## config.mk

```make
export PLATFORM = sky130hd
export DESIGN_NAME = vgas_isqrt
export DESIGN_NICKNAME = d
export VERILOG_FILES = /design/src/rtl/vgas_isqrt.sv
export SDC_FILE = /design/constraint.sdc
export NUM_CORES = 1
export LEC_CHECK = 0
export BUFFER_PORTS_ARGS = -buffer_cell sky130_fd_sc_hd__buf_2
export CAP_MARGIN = 25
export CORE_ASPECT_RATIO = 0.75
export CORE_MARGIN = 2
export CORE_UTILIZATION = 60
export CTS_CLUSTER_SIZE = 12
export DETAILED_ROUTE_END_ITERATION = 10
export HOLD_SLACK_MARGIN = 0.02
export PLACE_DENSITY = 0.92
export SKIP_CTS_REPAIR_TIMING = 1
export SYNTH_ARGS = -nofsm -noshare
export SYNTH_HDL_FRONTEND = slang
export SYNTH_SLANG_ARGS = --single-unit
```

## constraint.sdc

```tcl
create_clock -name clk -period 4.5 [get_ports clk]
set_input_delay 0.9 -clock clk [delete_from_list [all_inputs] [get_ports clk]]
set_output_delay 0.9 -clock clk [all_outputs]
set_load 0.005 [all_outputs]
```

## src/rtl/vgas_isqrt.sv

```systemverilog
// Iterative integer square root, one result bit per cycle.
module vgas_isqrt #(
  parameter int IN_W = 18
) (
  input  logic                clk,
  input  logic                rst,
  input  logic                start,
  input  logic [IN_W-1:0]     value,
  output logic                done,
  output logic [IN_W/2-1:0]   root
);

  localparam int OUT_W = IN_W / 2;
  localparam int RW    = OUT_W + 3;
  localparam int CNT_W = $clog2(OUT_W + 1);

  logic [RW-1:0]    rem;
  logic [IN_W-1:0]  src;
  logic [CNT_W-1:0] cnt;
  logic             busy;
  logic [RW-1:0]    rem_t;
  logic [RW-1:0]    trial;
  logic             take;

  assign rem_t = {rem[RW-3:0], src[IN_W-1:IN_W-2]};
  assign trial = {1'b0, root, 2'b01};
  assign take  = rem_t >= trial;

  always_ff @(posedge clk) begin
    if (rst) begin
      busy <= 1'b0;
      done <= 1'b0;
    end else begin
      done <= 1'b0;
      if (start) begin
        busy <= 1'b1;
        rem  <= '0;
        root <= '0;
        src  <= value;
        cnt  <= CNT_W'(OUT_W);
      end else if (busy) begin
        rem  <= take ? rem_t - trial : rem_t;
        root <= {root[OUT_W-2:0], take};
        src  <= {src[IN_W-3:0], 2'b00};
        cnt  <= cnt - CNT_W'(1);
        if (cnt == CNT_W'(1)) begin
          busy <= 1'b0;
          done <= 1'b1;
        end
      end
    end
  end

endmodule

```

==> results of run 1 <==
[synthesized netlist by cell type, drive strengths merged]
master / n
edfxtp: 41
inv: 19
mux2: 16
nor2: 16
a21oi: 13
ha: 13
o21ai: 10
nand2: 9
nor3: 8
nand3: 7
xnor2: 6
buf: 5
a211oi: 4
and2: 4
clkbuf: 3
a211o: 2
a31oi: 2
dfxtp: 2
nand2b: 2
nor2b: 2
nor3b: 2
a2111oi: 1
a21o: 1
a221oi: 1
a22oi: 1
a41o: 1
a41oi: 1
and3b: 1
and4b: 1
mux2i: 1
nand3b: 1
nor4b: 1
o22ai: 1
o2bb2ai: 1
o311a: 1
o311ai: 1
o31ai: 1
or4b: 1
xor2: 1
[stage by stage]
step	instances	util	hold WS [ps]	setup slack, ps	area [um^2]
detailed placement	278	0.687	481	1540	2580
finish	287	0.714	494	2240	2680
global placement	278	0.687	465	1570	2580
global route	287	0.714	525	2090	2680
CTS	286	0.708	493	1900	2660
floorplan	204	-	454	1370	2410
[area by class of cell]
type                            instances  area (um^2)  area share
Tap cell                               52         65.1      0.0243
Timing Repair Buffer                   31          170      0.0635
Clock buffer                            7         76.3      0.0285
Clock inverter                          1         5.00     0.00187
Multi-Input combinational cell        134         1020       0.381
Inverter                               19         71.3      0.0266
Sequential cell                        43         1270       0.474
[layer usage]
metal / global-route usage / up-vias / part of all wire
li1: - / 811 / -
met1: 0.285 / 793 / 0.43
met2: 0.359 / 54 / 0.48
met3: 0.0567 / 7 / 0.071
met4: 0.0765 / 0 / 0.012
met5: 0 / - / 0
[sequential cells by signal, summed over array words and instances, names as in the netlist]
| name | cells |
|---|---|
| busy | 1 |
| cnt | 4 |
| done | 1 |
| rem | 10 |
| root | 9 |
| src | 18 |
[worst paths after layout]
check	end	cells after the start	from	slack, ps
setup / recovery	rem[8]	6	rem[7]	2240
setup reg to reg	rem[8]	6	rem[7]	2240
hold / removal	done	1	busy	490
hold reg to reg	done	1	busy	490
[critical path, delay by kind of cell (launching register included)]
| family | cells | cell delay, ps |
|---|---|---|
| compound gates | 5 | 1240 |
| fa+ha+maj | 1 | 350 |
| flops | 1 | 420 |
[report_power, final]
part | internal (mW) | switching [mW]
Combinational | 0.0929 | 0.125
Clock | 0.109 | 0.129
Sequential | 0.476 | 0.0138
[kinds of logic after synthesis]
family,after synthesis,share of synthesized area
and+or+nand+nor,55,0.123
DFF,43,0.528
AOI/OAI and AO/OA,42,0.126
buffers and inverters,27,0.0514
muxes,17,0.0790
adders and majority gates,13,0.0675
xor gates and xnor gates,7,0.0255
==> results.json, run 1 <==
{
  "status": "completed",
  "synth_top_area_share": 0.511,
  "cts_buffers": 5,
  "max_slew_margin": 0.515,
  "clock_path_buffers": 2,
  "synth.avg_cell_area_um2": 11.8,
  "grt.total_usage": 0.218,
  "portBuffers": 30,
  "core-area_mm2": 0.00376,
  "antenna_found_initial": 0,
  "p_leak_nw": 1.06,
  "root_buffer": "clkbuf_8",
  "cts_htree_levels": 2,
  "cts_tree": "done",
  "ant_nets": 0,
  "grt_pass1_vias": 1590,
  "rows": 19,
  "crit_fanout": 7,
  "layout_common_cells": "edfxtp_1, buf_2, inv_1, mux2_2, nor2_1",
  "dpl.hpwl_um": 3180,
  "yosys-top-cells-area": "edfxtp_1, mux2_2, ha_1",
  "syn_area_mm2": 0.00241,
  "grt_pass1_wl_um": 7380,
  "grt_max_degree": 43,
  "crit_required_ps": 4570,
  "mostFrequentLayoutCell": "edfxtp_1",
  "end_kind": "flip-flop",
  "ys_ff_latch": 43,
  "start_util": 0.641,
  "dr.pass1.iters": 4,
  "finalPower_uw": 946,
  "fin_crit_sh": 0.501,
  "finalSetupViolations": 0,
  "period_needed_ps": 2260,
  "fin_setup_tns_ps": 0,
  "antenna_cells": 0,
  "route.detailed.drc": 0,
  "syn-num-nets": 238,
  "crit_chain": "ha_1, a21o_1, a211o_1, a41oi_4, a21oi_1, o2bb2ai_1",
  "finalMaxSlewViolations": 0,
  "nets": 268,
  "grt.overflow.total": 0,
  "nFillCells": 282,
  "pin_count": 31,
  "areaGrowthSynthToFinish_pct": 11.3,
  "hp-class": "flip-flop to flip-flop",
  "slowest_delay_ps": 420,
  "start_kind": "flip-flop",
  "slowest_stage": "edfxtp_1",
  "syn_inst": 204,
  "crit_arrival_ps": 2320,
  "clk_pin_slew_ps": 80,
  "via_per_inst": 5.80,
  "gp_congestion": 0.844,
  "yosys_warnings": 0,
  "synth_seq_area_share": 0.528,
  "maxCapViolations": 0,
  "dieArea_mm2": 0.00454,
  "max_freq_mhz": 443,
  "dr_total_vias": 1665,
  "powerDensity_mw_per_mm2": 353,
  "vdd_drop_max_uv": 274,
  "final_layout_size_suffix_gt1_frac": 0.277,
  "worstMarginPinSlew_ps": 728,
  "rsz0062_at_grt": "no",
  "synth_cell_types": 47,
  "finClkSkew_ps": 7.35,
  "numClockSinks": 43,
  "yosysTopAreaCell": "edfxtp_1",
  "finalWirelength_um": 4450,
  "wl_per_cell_um": 15.5,
  "die_w_um": 77.2,
  "drt_first_iter_violations": 164,
  "insertion_delay_ps": 300,
  "critPathKind": "flip-flop to flip-flop",
  "hold_viol": 0,
  "die_h_um": 58.9
}
No activity file was read; power rests on OpenSTA's default activity.
==> inputs of run 2 (changes only) <==
--- a/config.mk
+++ b/config.mk
@@ -9,11 +9,11 @@
 export CAP_MARGIN = 25
 export CORE_ASPECT_RATIO = 0.75
 export CORE_MARGIN = 2
-export CORE_UTILIZATION = 60
+export CORE_UTILIZATION = 57
 export CTS_CLUSTER_SIZE = 12
 export DETAILED_ROUTE_END_ITERATION = 10
 export HOLD_SLACK_MARGIN = 0.02
-export PLACE_DENSITY = 0.92
+export PLACE_DENSITY = 0.89
 export SKIP_CTS_REPAIR_TIMING = 1
 export SYNTH_ARGS = -nofsm -noshare
 export SYNTH_HDL_FRONTEND = slang
==> constraint.sdc (replaced) <==
create_clock -name clk -period 2.24 [get_ports clk]
set_input_delay 0.448 -clock clk [delete_from_list [all_inputs] [get_ports clk]]
set_output_delay 0.448 -clock clk [all_outputs]
set_load 0.005 [all_outputs]
==> results.json, run 2 (synthesized netlist as in run 1, its figures left out) <==
{
  "regMostFlops": "src",
  "insertion_delay_ps": 300,
  "cts_tree": "done",
  "gp_congestion": 0.876,
  "finalMaxSlewViolations": 0,
  "grt_pass1_wl_um": 8040,
  "numClockSinks": 43,
  "grt.total_usage": 0.230,
  "final_layout_size_suffix_gt1_frac": 0.335,
  "dieArea_mm2": 0.00477,
  "dr_total_vias": 1708,
  "grt.overflow.total": 0,
  "antenna_cells": 0,
  "antenna_found_initial": 0,
  "critPathKind": "flip-flop to flip-flop",
  "route.detailed.drc": 0,
  "status": "completed",
  "largest_reg_flops": 18,
  "cts_buffers": 5,
  "p_leak_nw": 1.09,
  "rows": 20,
  "finalPower_mw": 2.08,
  "max_slew_margin": 0.718,
  "nets": 272,
  "grt_pass1_vias": 1622,
  "drt_first_iter_violations": 210,
  "pin_count": 31,
  "layout_common_cells": "edfxtp_1, buf_2, inv_1, mux2_2, nor2_1",
  "crit_arrival_ps": 2220,
  "via_per_inst": 5.81,
  "hold_viol": 0,
  "crit_required_ps": 2300,
  "grt_max_degree": 43,
  "preCtsSetupSlack_ps": 11.4,
  "period_needed_ps": 2160,
  "vdd_drop_max_uv": 731,
  "timing.final.ws_setup_ps": 79.1,
  "finalWirelength_um": 4950,
  "finalSetupViolations": 0,
  "die_w_um": 79.1,
  "cts_htree_levels": 2,
  "start_util": 0.594,
  "portBuffers": 30,
  "root_buffer": "clkbuf_8",
  "dr.pass1.iters": 4,
  "finClkSkew_ps": 5.29,
  "fin_crit_sh": 0.965,
  "clock_path_buffers": 2,
  "end_kind": "flip-flop",
  "wl_per_cell_um": 16.8,
  "maxCapViolations": 0,
  "worstMarginPinSlew_ps": 422,
  "core-area_mm2": 0.00405,
  "clk_pin_slew_ps": 80,
  "dpl.hpwl_um": 3460,
  "nFillCells": 316,
  "powerDensity_mw_per_mm2": 747,
  "reg.largest.list": "src (18), rem (10), root (9)",
  "start_kind": "flip-flop",
  "hp-class": "input pin to flip-flop",
  "max_freq_mhz": 463,
  "areaGrowthSynthToFinish_pct": 15.7,
  "ant_nets": 0,
  "crit_fanout": 7,
  "die_h_um": 60.3,
  "mostFrequentLayoutCell": "edfxtp_1"
}
-- run 2: through the flow --
| stage | setup TNS [ps] | instances | hold WS [ps] | instance area (um^2) | util |
|---|---|---|---|---|---|
| after global routing | -28.9 | 294 | 346 | 2790 | 0.688 |
| final | 0 | 294 | 353 | 2790 | 0.688 |
| after floorplan | 0 | 204 | 454 | 2410 | - |
| after global placement | 0 | 285 | 458 | 2630 | 0.648 |
| after detailed placement | 0 | 285 | 469 | 2630 | 0.648 |
| after CTS | -8.72 | 293 | 345 | 2740 | 0.675 |
-- run 2: layout make-up --
class | instances | area (um^2) | share of cell area
sequential | 43 | 1270 | 0.456
tap | 55 | 68.8 | 0.0247
clock buffer | 5 | 68.8 | 0.0247
multi-input combinational | 134 | 1060 | 0.382
inverter | 19 | 71.3 | 0.0256
clock inverter | 3 | 43.8 | 0.0157
timing repair buffer | 35 | 200 | 0.0718
-- run 2: final timing paths --
| kind | start | endpoint | slack [ps] | depth (start not counted) |
|---|---|---|---|---|
| setup reg to reg | root[7] | rem[8] | 80 | 7 |
| setup / recovery | root[7] | rem[8] | 80 | 7 |
| hold / removal | rst | done | 350 | 2 |
| hold reg to reg | busy | done | 480 | 1 |
-- run 2: where the power goes --
group / switching (mW) / total (mW) / internal [mW]
sequential: 0.0293 / 0.986 / 0.957
clock: 0.284 / 0.616 / 0.332
combinational: 0.274 / 0.480 / 0.206
-- run 2: metal layers --
layer / up-vias / part of all wire / GRT usage
li1: 816 / - / -
met1: 832 / 0.42 / 0.293
met2: 53 / 0.49 / 0.393
met3: 7 / 0.072 / 0.0665
met4: 0 / 0.0093 / 0.0591
met5: - / 0 / 0
-- run 2: worst max-delay path, stage by stage (launching register included) --
cell       delay (ps)
edfxtp_1          410
inv_2             100
ha_4              210
a21o_1            180
a211o_1           330
a41oi_4           350
a21oi_2           150
o2bb2ai_1         160
